**src/rtl/bab_pkg.sv**
```systemverilog
// ---------------------------------------------------------------------------
// bab_pkg
// Shared types, register indexes and helpers for the bit-aligned OR blitter.
// ---------------------------------------------------------------------------
package bab_pkg;

    // Row limit; a larger row_count acts as this value
    localparam int MAX_ROWS  = 256;

    // Field widths
    localparam int COL_W     = 13;
    localparam int ROWS_W    = 9;
    localparam int WORD_W    = 16;
    localparam int WIN_W     = 32;
    localparam int DROW_W    = 8;
    localparam int DIDX_W    = 9;
    localparam int CNT_W     = 9;
    localparam int TRIG_W    = 10;
    localparam int SHIFT_W   = 4;
    localparam int CFG_IDX_W = 3;

    // Configuration register indexes
    localparam logic [CFG_IDX_W-1:0] CFG_SRC_FIRST_COL = 3'd0;
    localparam logic [CFG_IDX_W-1:0] CFG_SRC_END_COL   = 3'd1;
    localparam logic [CFG_IDX_W-1:0] CFG_DST_FIRST_COL = 3'd2;
    localparam logic [CFG_IDX_W-1:0] CFG_ROW_COUNT     = 3'd3;
    localparam logic [CFG_IDX_W-1:0] CFG_ITALIC_ENABLE = 3'd4;

    // Configuration register set
    typedef struct packed {
        logic [COL_W-1:0]  src_first_col;
        logic [COL_W-1:0]  src_end_col;
        logic [COL_W-1:0]  dst_first_col;
        logic [ROWS_W-1:0] row_count;
        logic              italic_enable;
    } t_cfg;

    // Per-row geometry handed from the geometry unit to the datapath
    typedef struct packed {
        logic [TRIG_W-1:0]  trigger;
        logic [DIDX_W-1:0]  base;
        logic [CNT_W-1:0]   writes;
        logic [SHIFT_W-1:0] shift;
        logic [WIN_W-1:0]   fmask;
        logic [WIN_W-1:0]   lmask;
    } t_geom;

    // One result word
    typedef struct packed {
        logic [DROW_W-1:0] dst_row;
        logic [DIDX_W-1:0] dst_word_index;
        logic [WORD_W-1:0] or_bits;
        logic              last_of_row;
    } t_res;

    // Row count clamped to the row limit
    function automatic logic [ROWS_W-1:0] eff_rows(input logic [ROWS_W-1:0] row_count);
        logic [ROWS_W-1:0] lim;
        lim = ROWS_W'(MAX_ROWS);
        return (row_count > lim) ? lim : row_count;
    endfunction

endpackage

```
**src/rtl/bab_if.sv**
```systemverilog
// ---------------------------------------------------------------------------
// bab_if
// Valid/ready channels of the blitter: source words, results, config writes.
// ---------------------------------------------------------------------------

// Source word channel
interface bab_word_if import bab_pkg::*; ();
    logic              valid;
    logic              ready;
    logic [WORD_W-1:0] src_word;
    logic              row_end;

    modport source (output valid, output src_word, output row_end, input ready);
    modport sink   (input valid, input src_word, input row_end, output ready);
endinterface

// Result word channel
interface bab_res_if import bab_pkg::*; ();
    logic              valid;
    logic              ready;
    logic [DROW_W-1:0] dst_row;
    logic [DIDX_W-1:0] dst_word_index;
    logic [WORD_W-1:0] or_bits;
    logic              last_of_row;

    modport source (output valid, output dst_row, output dst_word_index,
                    output or_bits, output last_of_row, input ready);
    modport sink   (input valid, input dst_row, input dst_word_index,
                    input or_bits, input last_of_row, output ready);
endinterface

// Configuration write channel
interface bab_cfg_if import bab_pkg::*; ();
    logic                 valid;
    logic                 ready;
    logic [CFG_IDX_W-1:0] index;
    logic [COL_W-1:0]     data;

    modport source (output valid, output index, output data, input ready);
    modport sink   (input valid, input index, input data, output ready);
endinterface

```
**src/rtl/bit_aligned_or_blit_rows.sv**
```systemverilog
// Output: a write is registered in the main slot, or the skid slot on a stall.
// Throughput: one source word per cycle unless a restart or a full skid slot holds it;
// the funnel window and masks sit between the row state registers and result register.
// A config register write sets the restart flag; no source word is taken while it is set.
// Reset: synchronous, active low; control registers cleared, row state not; idle until configured.
// ---------------------------------------------------------------------------
// bit_aligned_or_blit_rows
// Bit-aligned OR blit of a column span, one row of source words at a time.
// ---------------------------------------------------------------------------
module bit_aligned_or_blit_rows import bab_pkg::*; (
    input  logic        i_clk,
    input  logic        i_rst_n,
    bab_word_if.sink    i_word,
    bab_res_if.source   o_res,
    bab_cfg_if.sink     i_cfg
);

    // Configuration and control
    t_cfg               r_cfg, n_cfg;
    logic               r_restart, n_restart;
    logic               r_idle, n_idle;

    // Row state
    logic [DROW_W-1:0]  r_row_index, n_row_index;
    logic [WIN_W-1:0]   r_window, n_window;
    logic [CNT_W-1:0]   r_word_count, n_word_count;
    logic [SHIFT_W-1:0] r_shift, n_shift;
    logic [WIN_W-1:0]   r_fmask, n_fmask;
    logic [WIN_W-1:0]   r_lmask, n_lmask;
    logic [TRIG_W-1:0]  r_trigger, n_trigger;
    logic [CNT_W-1:0]   r_writes_left, n_writes_left;
    logic [DIDX_W-1:0]  r_dst_word, n_dst_word;

    logic               cfg_acc;
    logic               in_acc;
    logic               step;
    logic               fire;
    logic               last;
    logic               buf_full;
    logic [ROWS_W-1:0]  rows;
    logic [ROWS_W-1:0]  row_nxt;
    logic [ROWS_W-1:0]  geom_row;
    logic [WIN_W-1:0]   win_shift;
    logic [WIN_W-1:0]   win_new;
    logic [WIN_W-1:0]   win_masked;
    logic [WIN_W-1:0]   win_aligned;
    t_geom              geom;
    t_res               res;

    // Handshakes
    assign i_cfg.ready  = 1'b1;
    assign cfg_acc      = i_cfg.valid && i_cfg.ready;
    assign i_word.ready = !r_restart && !buf_full;
    assign in_acc       = i_word.valid && i_word.ready;
    assign step         = in_acc && !r_idle;

    // Geometry of row 0 on restart, otherwise of the following row
    assign rows     = eff_rows(r_cfg.row_count);
    assign row_nxt  = {1'b0, r_row_index} + 9'd1;
    assign geom_row = r_restart ? '0 : row_nxt;

    bab_geom u_geom (
        .i_cfg  (r_cfg),
        .i_row  (geom_row),
        .o_geom (geom)
    );

    // Funnel window, first mask and write decision
    assign win_shift   = {r_window[15:0], i_word.src_word};
    assign win_new     = ({1'b0, r_word_count} == r_trigger) ? (win_shift & r_fmask)
                                                              : win_shift;
    assign fire        = step && ({1'b0, r_word_count} >= r_trigger)
                         && (r_writes_left != '0);
    assign last        = r_writes_left == 9'd1;
    assign win_masked  = last ? (win_new & r_lmask) : win_new;
    assign win_aligned = win_masked >> r_shift;

    always_comb begin
        res.dst_row        = r_row_index;
        res.dst_word_index = r_dst_word;
        res.or_bits        = win_aligned[15:0];
        res.last_of_row    = last;
    end

    // Next state
    always_comb begin
        n_cfg         = r_cfg;
        n_restart     = 1'b0;
        n_idle        = r_idle;
        n_row_index   = r_row_index;
        n_window      = r_window;
        n_word_count  = r_word_count;
        n_shift       = r_shift;
        n_fmask       = r_fmask;
        n_lmask       = r_lmask;
        n_trigger     = r_trigger;
        n_writes_left = r_writes_left;
        n_dst_word    = r_dst_word;

        if (r_restart) begin
            // restart at row 0
            n_row_index   = '0;
            n_idle        = (rows == '0) || (r_cfg.src_end_col <= r_cfg.src_first_col);
            n_window      = '0;
            n_word_count  = '0;
            n_shift       = geom.shift;
            n_fmask       = geom.fmask;
            n_lmask       = geom.lmask;
            n_trigger     = geom.trigger;
            n_writes_left = geom.writes;
            n_dst_word    = geom.base;
        end else if (step) begin
            n_window = win_new;
            if (r_word_count != 9'd511) begin
                n_word_count = r_word_count + 9'd1;
            end
            if (fire) begin
                n_writes_left = r_writes_left - 9'd1;
                n_dst_word    = r_dst_word + 9'd1;
            end
            if (i_word.row_end) begin
                if (row_nxt >= rows) begin
                    n_idle        = 1'b1;
                    n_writes_left = '0;
                end else begin
                    n_row_index   = row_nxt[7:0];
                    n_window      = '0;
                    n_word_count  = '0;
                    n_shift       = geom.shift;
                    n_fmask       = geom.fmask;
                    n_lmask       = geom.lmask;
                    n_trigger     = geom.trigger;
                    n_writes_left = geom.writes;
                    n_dst_word    = geom.base;
                end
            end
        end

        // Register writes restart the blit; a write to an unknown index does not
        if (cfg_acc) begin
            case (i_cfg.index)
                CFG_SRC_FIRST_COL: begin
                    n_cfg.src_first_col = i_cfg.data;
                    n_restart           = 1'b1;
                end
                CFG_SRC_END_COL: begin
                    n_cfg.src_end_col = i_cfg.data;
                    n_restart         = 1'b1;
                end
                CFG_DST_FIRST_COL: begin
                    n_cfg.dst_first_col = i_cfg.data;
                    n_restart           = 1'b1;
                end
                CFG_ROW_COUNT: begin
                    n_cfg.row_count = i_cfg.data[8:0];
                    n_restart       = 1'b1;
                end
                CFG_ITALIC_ENABLE: begin
                    n_cfg.italic_enable = i_cfg.data[0];
                    n_restart           = 1'b1;
                end
                default: begin
                    n_restart = 1'b0;
                end
            endcase
        end
    end

    // Control registers
    always_ff @(posedge i_clk) begin
        if (!i_rst_n) begin
            r_cfg     <= '0;
            r_restart <= 1'b0;
            r_idle    <= 1'b1;
        end else begin
            r_cfg     <= n_cfg;
            r_restart <= n_restart;
            r_idle    <= n_idle;
        end
    end

    // Row state, loaded at every restart before use
    always_ff @(posedge i_clk) begin
        r_row_index   <= n_row_index;
        r_window      <= n_window;
        r_word_count  <= n_word_count;
        r_shift       <= n_shift;
        r_fmask       <= n_fmask;
        r_lmask       <= n_lmask;
        r_trigger     <= n_trigger;
        r_writes_left <= n_writes_left;
        r_dst_word    <= n_dst_word;
    end

    // Result register and skid stage
    bab_out_buf u_out_buf (
        .i_clk   (i_clk),
        .i_rst_n (i_rst_n),
        .i_push  (fire),
        .i_data  (res),
        .o_full  (buf_full),
        .o_res   (o_res)
    );

    // Restart lasts a single cycle unless another register write arrives
    a_restart_once: assert property (@(posedge i_clk) disable iff (!i_rst_n)
        (r_restart && !cfg_acc) |=> !r_restart)
        else $error("restart held past one cycle");

    // Once idle, the blitter stays idle until reconfigured
    a_idle_holds: assert property (@(posedge i_clk) disable iff (!i_rst_n)
        (r_idle && !r_restart && !cfg_acc) |=> r_idle)
        else $error("left idle without a register write");

    // The write marked last of row exhausts the row's write count
    a_last_drains: assert property (@(posedge i_clk) disable iff (!i_rst_n)
        (fire && res.last_of_row && !i_word.row_end) |=> (r_writes_left == '0))
        else $error("writes remain after last write of row");

    // Destination word advances by one per write within a row
    a_word_advance: assert property (@(posedge i_clk) disable iff (!i_rst_n)
        (fire && !i_word.row_end) |=> (r_dst_word == $past(r_dst_word) + 9'd1))
        else $error("destination word did not advance");

endmodule

```
**src/rtl/bab_geom.sv**
```systemverilog
// ---------------------------------------------------------------------------
// bab_geom
// Row geometry: italic offset, funnel shift, masks, trigger and write count.
// ---------------------------------------------------------------------------
module bab_geom import bab_pkg::*; (
    input  t_cfg              i_cfg,
    input  logic [ROWS_W-1:0] i_row,
    output t_geom             o_geom
);

    logic [ROWS_W-1:0]  rows;
    logic [ROWS_W-1:0]  diff;
    logic [7:0]         off;
    logic [COL_W:0]     dcol;
    logic [COL_W-1:0]   len;
    logic [COL_W:0]     span;
    logic [TRIG_W-1:0]  wtd;
    logic [CNT_W-1:0]   wfd;
    logic [3:0]         ftm;
    logic [3:0]         fme;
    logic [3:0]         lme;
    logic [3:0]         dend_lo;
    logic               neg;
    logic               lm_short;

    // Italic slant offset for this row
    always_comb begin
        rows = eff_rows(i_cfg.row_count);
        diff = rows - 9'd1 - i_row;
        if (!i_cfg.italic_enable) begin
            off = 8'd0;
        end else if (i_row == '0) begin
            off = rows[8:1];
        end else if (i_row < rows) begin
            off = diff[8:1];
        end else begin
            off = 8'd0;
        end
    end

    // Column arithmetic; word span taken from the low nibble plus length
    assign dcol    = {1'b0, i_cfg.dst_first_col} + {6'd0, off};
    assign len     = i_cfg.src_end_col - i_cfg.src_first_col;
    assign ftm     = dcol[3:0];
    assign fme     = i_cfg.src_first_col[3:0];
    assign lme     = i_cfg.src_end_col[3:0];
    assign span    = {10'd0, ftm} + {1'b0, len};
    assign wtd     = span[13:4];
    assign dend_lo = span[3:0];
    assign wfd     = i_cfg.src_end_col[12:4] - i_cfg.src_first_col[12:4];
    assign neg     = ftm < fme;
    assign lm_short = (wtd > {1'b0, wfd}) || (dend_lo < lme);

    // Masks, shift and counts
    always_comb begin
        o_geom.shift   = ftm - fme;
        o_geom.fmask   = neg ? (32'hFFFF_FFFF >> fme) : (32'h0000_FFFF >> fme);
        o_geom.trigger = {1'b0, i_cfg.src_first_col[12:4]} + {9'd0, neg};
        o_geom.lmask   = lm_short ? ~(32'hFFFF_FFFF >> lme)
                                  : ~(32'hFFFF_FFFF >> (6'd16 + {2'd0, lme}));
        o_geom.base    = dcol[12:4];
        o_geom.writes  = (wtd >= 10'd511) ? 9'd511 : (wtd[8:0] + 9'd1);
    end

endmodule

```
**src/rtl/bab_out_buf.sv**
```systemverilog
// ---------------------------------------------------------------------------
// bab_out_buf
// Result register with a skid stage so the datapath runs on until the skid slot is full.
// ---------------------------------------------------------------------------
module bab_out_buf import bab_pkg::*; (
    input  logic             i_clk,
    input  logic             i_rst_n,
    input  logic             i_push,
    input  t_res             i_data,
    output logic             o_full,
    bab_res_if.source        o_res
);

    logic r_main_valid, n_main_valid;
    logic r_skid_valid, n_skid_valid;
    t_res r_main, n_main;
    t_res r_skid, n_skid;
    logic pop;

    assign pop    = r_main_valid && o_res.ready;
    assign o_full = r_skid_valid;

    // Next state of main and skid slots
    always_comb begin
        n_main_valid = r_main_valid;
        n_skid_valid = r_skid_valid;
        n_main       = r_main;
        n_skid       = r_skid;
        if (r_skid_valid) begin
            if (pop) begin
                n_main       = r_skid;
                n_skid_valid = 1'b0;
            end
        end else if (i_push) begin
            if (!r_main_valid || pop) begin
                n_main       = i_data;
                n_main_valid = 1'b1;
            end else begin
                n_skid       = i_data;
                n_skid_valid = 1'b1;
            end
        end else if (pop) begin
            n_main_valid = 1'b0;
        end
    end

    // Control flags
    always_ff @(posedge i_clk) begin
        if (!i_rst_n) begin
            r_main_valid <= 1'b0;
            r_skid_valid <= 1'b0;
        end else begin
            r_main_valid <= n_main_valid;
            r_skid_valid <= n_skid_valid;
        end
    end

    // Payload
    always_ff @(posedge i_clk) begin
        r_main <= n_main;
        r_skid <= n_skid;
    end

    assign o_res.valid          = r_main_valid;
    assign o_res.dst_row        = r_main.dst_row;
    assign o_res.dst_word_index = r_main.dst_word_index;
    assign o_res.or_bits        = r_main.or_bits;
    assign o_res.last_of_row    = r_main.last_of_row;

endmodule

```
**src/flat_wrapper.sv**
```systemverilog
// flat-port wrapper written by rule: the top's interface ports become plain ports
module bit_aligned_or_blit_rows_flat import bab_pkg::*;
  (i_clk, i_rst_n, i_word_valid, i_word_src_word, i_word_row_end, i_word_ready, o_res_valid, o_res_dst_row, o_res_dst_word_index, o_res_or_bits, o_res_last_of_row, o_res_ready, i_cfg_valid, i_cfg_index, i_cfg_data, i_cfg_ready);
  bab_word_if i_word_i ();
  bab_res_if o_res_i ();
  bab_cfg_if i_cfg_i ();
  input  logic i_clk;
  input  logic i_rst_n;
  input wire logic [$bits(i_word_i.valid)-1:0] i_word_valid;
  input wire logic [$bits(i_word_i.src_word)-1:0] i_word_src_word;
  input wire logic [$bits(i_word_i.row_end)-1:0] i_word_row_end;
  output wire logic [$bits(i_word_i.ready)-1:0] i_word_ready;
  output wire logic [$bits(o_res_i.valid)-1:0] o_res_valid;
  output wire logic [$bits(o_res_i.dst_row)-1:0] o_res_dst_row;
  output wire logic [$bits(o_res_i.dst_word_index)-1:0] o_res_dst_word_index;
  output wire logic [$bits(o_res_i.or_bits)-1:0] o_res_or_bits;
  output wire logic [$bits(o_res_i.last_of_row)-1:0] o_res_last_of_row;
  input wire logic [$bits(o_res_i.ready)-1:0] o_res_ready;
  input wire logic [$bits(i_cfg_i.valid)-1:0] i_cfg_valid;
  input wire logic [$bits(i_cfg_i.index)-1:0] i_cfg_index;
  input wire logic [$bits(i_cfg_i.data)-1:0] i_cfg_data;
  output wire logic [$bits(i_cfg_i.ready)-1:0] i_cfg_ready;
  assign i_word_i.valid = i_word_valid;
  assign i_word_i.src_word = i_word_src_word;
  assign i_word_i.row_end = i_word_row_end;
  assign i_word_ready = i_word_i.ready;
  assign o_res_valid = o_res_i.valid;
  assign o_res_dst_row = o_res_i.dst_row;
  assign o_res_dst_word_index = o_res_i.dst_word_index;
  assign o_res_or_bits = o_res_i.or_bits;
  assign o_res_last_of_row = o_res_i.last_of_row;
  assign o_res_i.ready = o_res_ready;
  assign i_cfg_i.valid = i_cfg_valid;
  assign i_cfg_i.index = i_cfg_index;
  assign i_cfg_i.data = i_cfg_data;
  assign i_cfg_ready = i_cfg_i.ready;
  bit_aligned_or_blit_rows u_core (.i_clk(i_clk), .i_rst_n(i_rst_n), .i_word(i_word_i), .o_res(o_res_i), .i_cfg(i_cfg_i));
endmodule
```
**config.mk**
```make
export PLATFORM = sky130hd
export DESIGN_NAME = bit_aligned_or_blit_rows_flat
export DESIGN_NICKNAME = d
export VERILOG_FILES = /design/src/rtl/bab_pkg.sv /design/src/rtl/bab_if.sv /design/src/rtl/bit_aligned_or_blit_rows.sv /design/src/rtl/bab_geom.sv /design/src/rtl/bab_out_buf.sv /design/src/flat_wrapper.sv
export SDC_FILE = /design/constraint.sdc
export NUM_CORES = 1
export LEC_CHECK = 0
export BUFFER_PORTS_ARGS = -buffer_cell sky130_fd_sc_hd__buf_2
export CAP_MARGIN = 20
export CORE_ASPECT_RATIO = 1.75
export CORE_UTILIZATION = 45
export DETAILED_ROUTE_END_ITERATION = 8
export GPL_TIMING_DRIVEN = 0
export PLACE_DENSITY_LB_ADDON = 0.05
export RECOVER_POWER = 100
export SYNTH_ARGS = -nofsm -noshare
export SYNTH_HDL_FRONTEND = slang
export SYNTH_HIERARCHICAL = 1
export SYNTH_SLANG_ARGS = --single-unit
```
**constraint.sdc**
```tcl
create_clock -name i_clk -period 20.9 [get_ports i_clk]
set_input_delay 2.09 -clock i_clk [delete_from_list [all_inputs] [get_ports i_clk]]
set_output_delay 2.09 -clock i_clk [all_outputs]
set_load 0.1 [all_outputs]
```
# After elaboration in Yosys (flattened, before gate mapping)
# Cells that the tools add are included.
# totals
ff_bits,250
input_bits,38
out_inout_bits,37
wordCells,166
# op_classes
addsub,14
order_cmp,9
eq_ne,10
shift,5
muxes,57
bitwise_logic,7
n_reduce_logical,38
# op_table
operator,count
$mux W32,12
$mux W9,16
$mux W34,4
$and A32 B32 Y32,2
$not A32 Y32,2
$shr A32 B4 Y32 const A,2
$mux W10,4
$mux W16,2
$shr A16 B4 Y32 const A,1
$shr A32 B4 Y16,1
$shr A32 B6 Y32 const A,1
$add A9 B1 Y9 const B,3
$mux W8,3
$logic_not A9 Y1,2
$reduce_and A3 Y1,6
$sub A9 B1 Y9 const B,2
$sub A9 B9 Y9,2
$mux W4,4
$add A4 B13 Y14,1
$reduce_and A2 Y1,7
$add A13 B8 Y13,1
$le A13 B13 Y1,1
$sub A13 B13 Y13,1
$mux W1,12
28 further kinds,48

# Longest topological paths before layout
# depth
depth_word,16
depth_mapped,34
mapped_depth_nobuf,33

# Hierarchy
# The synthesis kept the hierarchy.
# modules_own_cells
mod,n_inst,cells_each,area_per_inst_um2,seq_area_each_um2
bit_aligned_or_blit_rows,1,883,9118.7,4484.3
bab_geom,1,529,3744.8,0.0
bab_out_buf,1,119,2567.5,2082.0

# Least setup slack after synthesis
# Ideal clock, no wire load.
# synth_path
path_kind,register to register
startpoint,reg u_core.r_restart
endpoint,"reg u_core.r_lmask[15], data pin"
setup_ns,0.146
arrival_ns,6.879
t_required_ns,20.754
path_slack_ns,13.875
stages_incl_launch_ff,35
path_buffers,4
period_less_slack_ns,7.025
path_cell_list,dfxtp_1 -> clkbuf_1 -> clkbuf_1 -> buf_1 -> nor2_1 -> nor3b_1 -> o21bai_1 -> a21oi_1 -> o21bai_1 -> a21oi_1 -> o21ai_0 -> a311oi_1 -> nand2_1 -> o21ai_0 -> ha_1 -> inv_1 -> fa_1 -> inv_1 -> ha_1 -> a211o_1 -> o211ai_1 -> a211oi_4 -> nand3_4 -> or2_4 -> nor2_1 -> xor2_1 -> ha_1 -> a21o_1 -> a21oi_1 -> nand2_1 -> a211o_2 -> a211oi_2 -> a21oi_4 -> buf_6 -> a21oi_1
# synth_lines
element,line_no,text
start: declaration,bit_aligned_or_blit_rows.sv:20,"logic r_restart, n_restart;"
start signal: assignment,bit_aligned_or_blit_rows.sv:177,r_restart <= n_restart;
end signal: assignment,bit_aligned_or_blit_rows.sv:189,r_lmask <= n_lmask;
end: declaration,bit_aligned_or_blit_rows.sv:29,"logic [WIN_W-1:0] r_lmask, n_lmask;"

==> qor.yml <==
cp_common_cell: "clkbuf_1"
post-route-min-period_ns: 9.26
cts_resized: 0
final_common_cell: "nand2_1"
power.density_nw_per_um2: 71.5
cts.htree.levels: 1
clockBufferDepth: 3
cts_sinks: 247
busiest_layer: "met2"
use_met2: 0.506
clock_skew_ns: 0.0239
layout-drive-gt1-share: 0.112
via_count: 11900
postCtsSetupBuffers: 0
core_um2: 33700
peakVddDrop_uv: 56.8
holdBufCountCts: 0
gp_congestion: 0.951
numCtsBuffers: 25
diodes: 0
required_ns: 21.15
timing.final.crit_share: 0.443
layout_common_cells: "209 x nand2_1, 162 x edfxtp_1, 95 x clkbuf_1"
yosys_warnings: 6
vias_per_cell: 5.65
io_buffers: 72
grt_overflow: 0
areaGrowthSynthToFinish_pct: 10.4
antenna_found_initial: 0
avgSynthCellArea_um2: 10.1
violations: "max-capacitance violations, max-slew violations"
rsz0062_at_grt: "false"
drtPass1Iterations: 5
syn_area_um2: 15400
grt_max_degree: 50
hold_class: "reg2reg"
drtIter0Drc: 483
die_w_um: 142
drc: 0
grt_pass1_vias: 12000
pin_count: 75
grt_pass1_wl_mm: 68.1
cts_tree: "built"
finalMaxSlewViolations: 111
ant_nets: 0
use_met1: 0.273
fin_nets: 1768
rows: 89
grt_use_total: 0.258
fillCellCount: 3228
die_y_um: 247
finalWirelength_mm: 44.4
start_util: 0.457
synth_fp_nets: 1666
path_class: "reg2reg"
dp_slack_ns: 11.77
crit_path_max_fanout: 10
clkTransAtPathRegs_ns: 0.07
relSlewSlack: -0.747
finalSetupTns_ns: 0
dp_hpwl_mm: 35.1
cp.arrival_ns: 9.51
cpPeakStageDelay_ns: 0.54
status: "finished, violations left"
grt_use_met3: 0.0234
startpoint_type: "flip-flop"
post_drt_wl_per_cell_um: 21.1
finalSetupViolCount: 0
cp_slowest_cell: "clkbuf_1"
max_cap_violations: 5
fin_ws_ns: 11.64
clock-root-buffer: "clkbuf_16"
max_clock_freq_mhz: 108
syn_inst: 1529
tightestPinTransition_ns: 2.62
hold_violations: 0
clk_latency_ns: 0.56
end_kind: "flip-flop"
dieArea_um2: 35000
p_leak_nw: 6.44
-- area by class of cell --
type / instances / area (um2) / share of cell area
multi-input cells: 1109 / 8010 / 0.470
flip-flops and latches: 247 / 6570 / 0.386
clock buffers: 30 / 684 / 0.0402
well taps: 455 / 569 / 0.0334
inverters: 98 / 369 / 0.0217
plain buffers: 75 / 343 / 0.0201
repair buffers: 75 / 323 / 0.0190
clock inverters: 16 / 165 / 0.00970
-- worst max-delay path, delay by kind of cell, from the launching register on --
family                   cells  cell delay, ns
AO/OA/AOI/OAI               11            2.19
XOR/XNOR                     2            0.81
adder cells (fa/ha/maj)      4            1.23
buffers and inverters        6            2.24
flip-flops                   1            0.31
AND/OR/NAND/NOR             11            2.17
-- path summary, 6_finish.rpt --
check,start,cells after the start,to,slack [ns]
worst min-delay path,u_core/r_window[9]$_SDFFE_PP0P_,2,u_core/r_window[9]$_SDFFE_PP0P_,0.45
worst max-delay path,u_core/r_restart$_SDFF_PN0_,34,u_core/r_lmask[28]$_DFFE_PP_,11.64
worst max register to register,u_core/r_restart$_SDFF_PN0_,34,u_core/r_lmask[28]$_DFFE_PP_,11.64
worst min register to register,u_core/r_window[9]$_SDFFE_PP0P_,2,u_core/r_window[9]$_SDFFE_PP0P_,0.45
-- per-layer routing --
layer | routed length, um | part of all wire | up-vias
met5 | 0 | 0 | -
met4 | 1960 | 0.044 | 0
met3 | 1310 | 0.029 | 100
met2 | 24500 | 0.55 | 278
met1 | 16700 | 0.38 | 5709
li1 | - | - | 5797
-- through the flow --
| step | std cells | utilization | power, mW | hold WS [ns] | cell area, um2 |
|---|---|---|---|---|---|
| 2_1_floorplan | 1529 | - | 0.708 | 0.424 | 15400 |
| 3_3_place_gp | 2056 | 0.485 | 0.772 | 0.438 | 16400 |
| 3_5_place_dp | 2058 | 0.487 | 0.775 | 0.443 | 16400 |
| 4_1_cts | 2104 | 0.512 | 1.24 | 0.452 | 17300 |
| 5_1_grt | 2105 | 0.505 | 1.27 | 0.474 | 17000 |
| 6_report | 2105 | 0.505 | 1.22 | 0.454 | 17000 |
-- registers in the layout, summed over array words and instances, names as in the netlist --
signal                                 cells
u_core/r_cfg                              49
u_core/r_dst_word                          9
u_core/r_fmask                            31
u_core/r_idle                              1
u_core/r_lmask                            31
u_core/r_restart                           1
u_core/r_row_index                         8
u_core/r_shift                             4
u_core/r_trigger                          10
u_core/r_window                           15
u_core/r_word_count                        9
u_core/r_writes_left                       9
u_core/u_out_buf/o_full                    1
u_core/u_out_buf/o_res.dst_row             8
u_core/u_out_buf/o_res.dst_word_index      9
u_core/u_out_buf/o_res.last_of_row         1
u_core/u_out_buf/o_res.or_bits            16
u_core/u_out_buf/o_res.valid               1
u_core/u_out_buf/r_skid                   34
-- where the power goes --
group | switching, mW | internal, mW | total, mW
sequential | 0.00864 | 0.537 | 0.546
clock | 0.200 | 0.262 | 0.462
combinational | 0.134 | 0.0756 | 0.209
total | 0.342 | 0.875 | 1.22
Power figures use the tool's default switching activity.
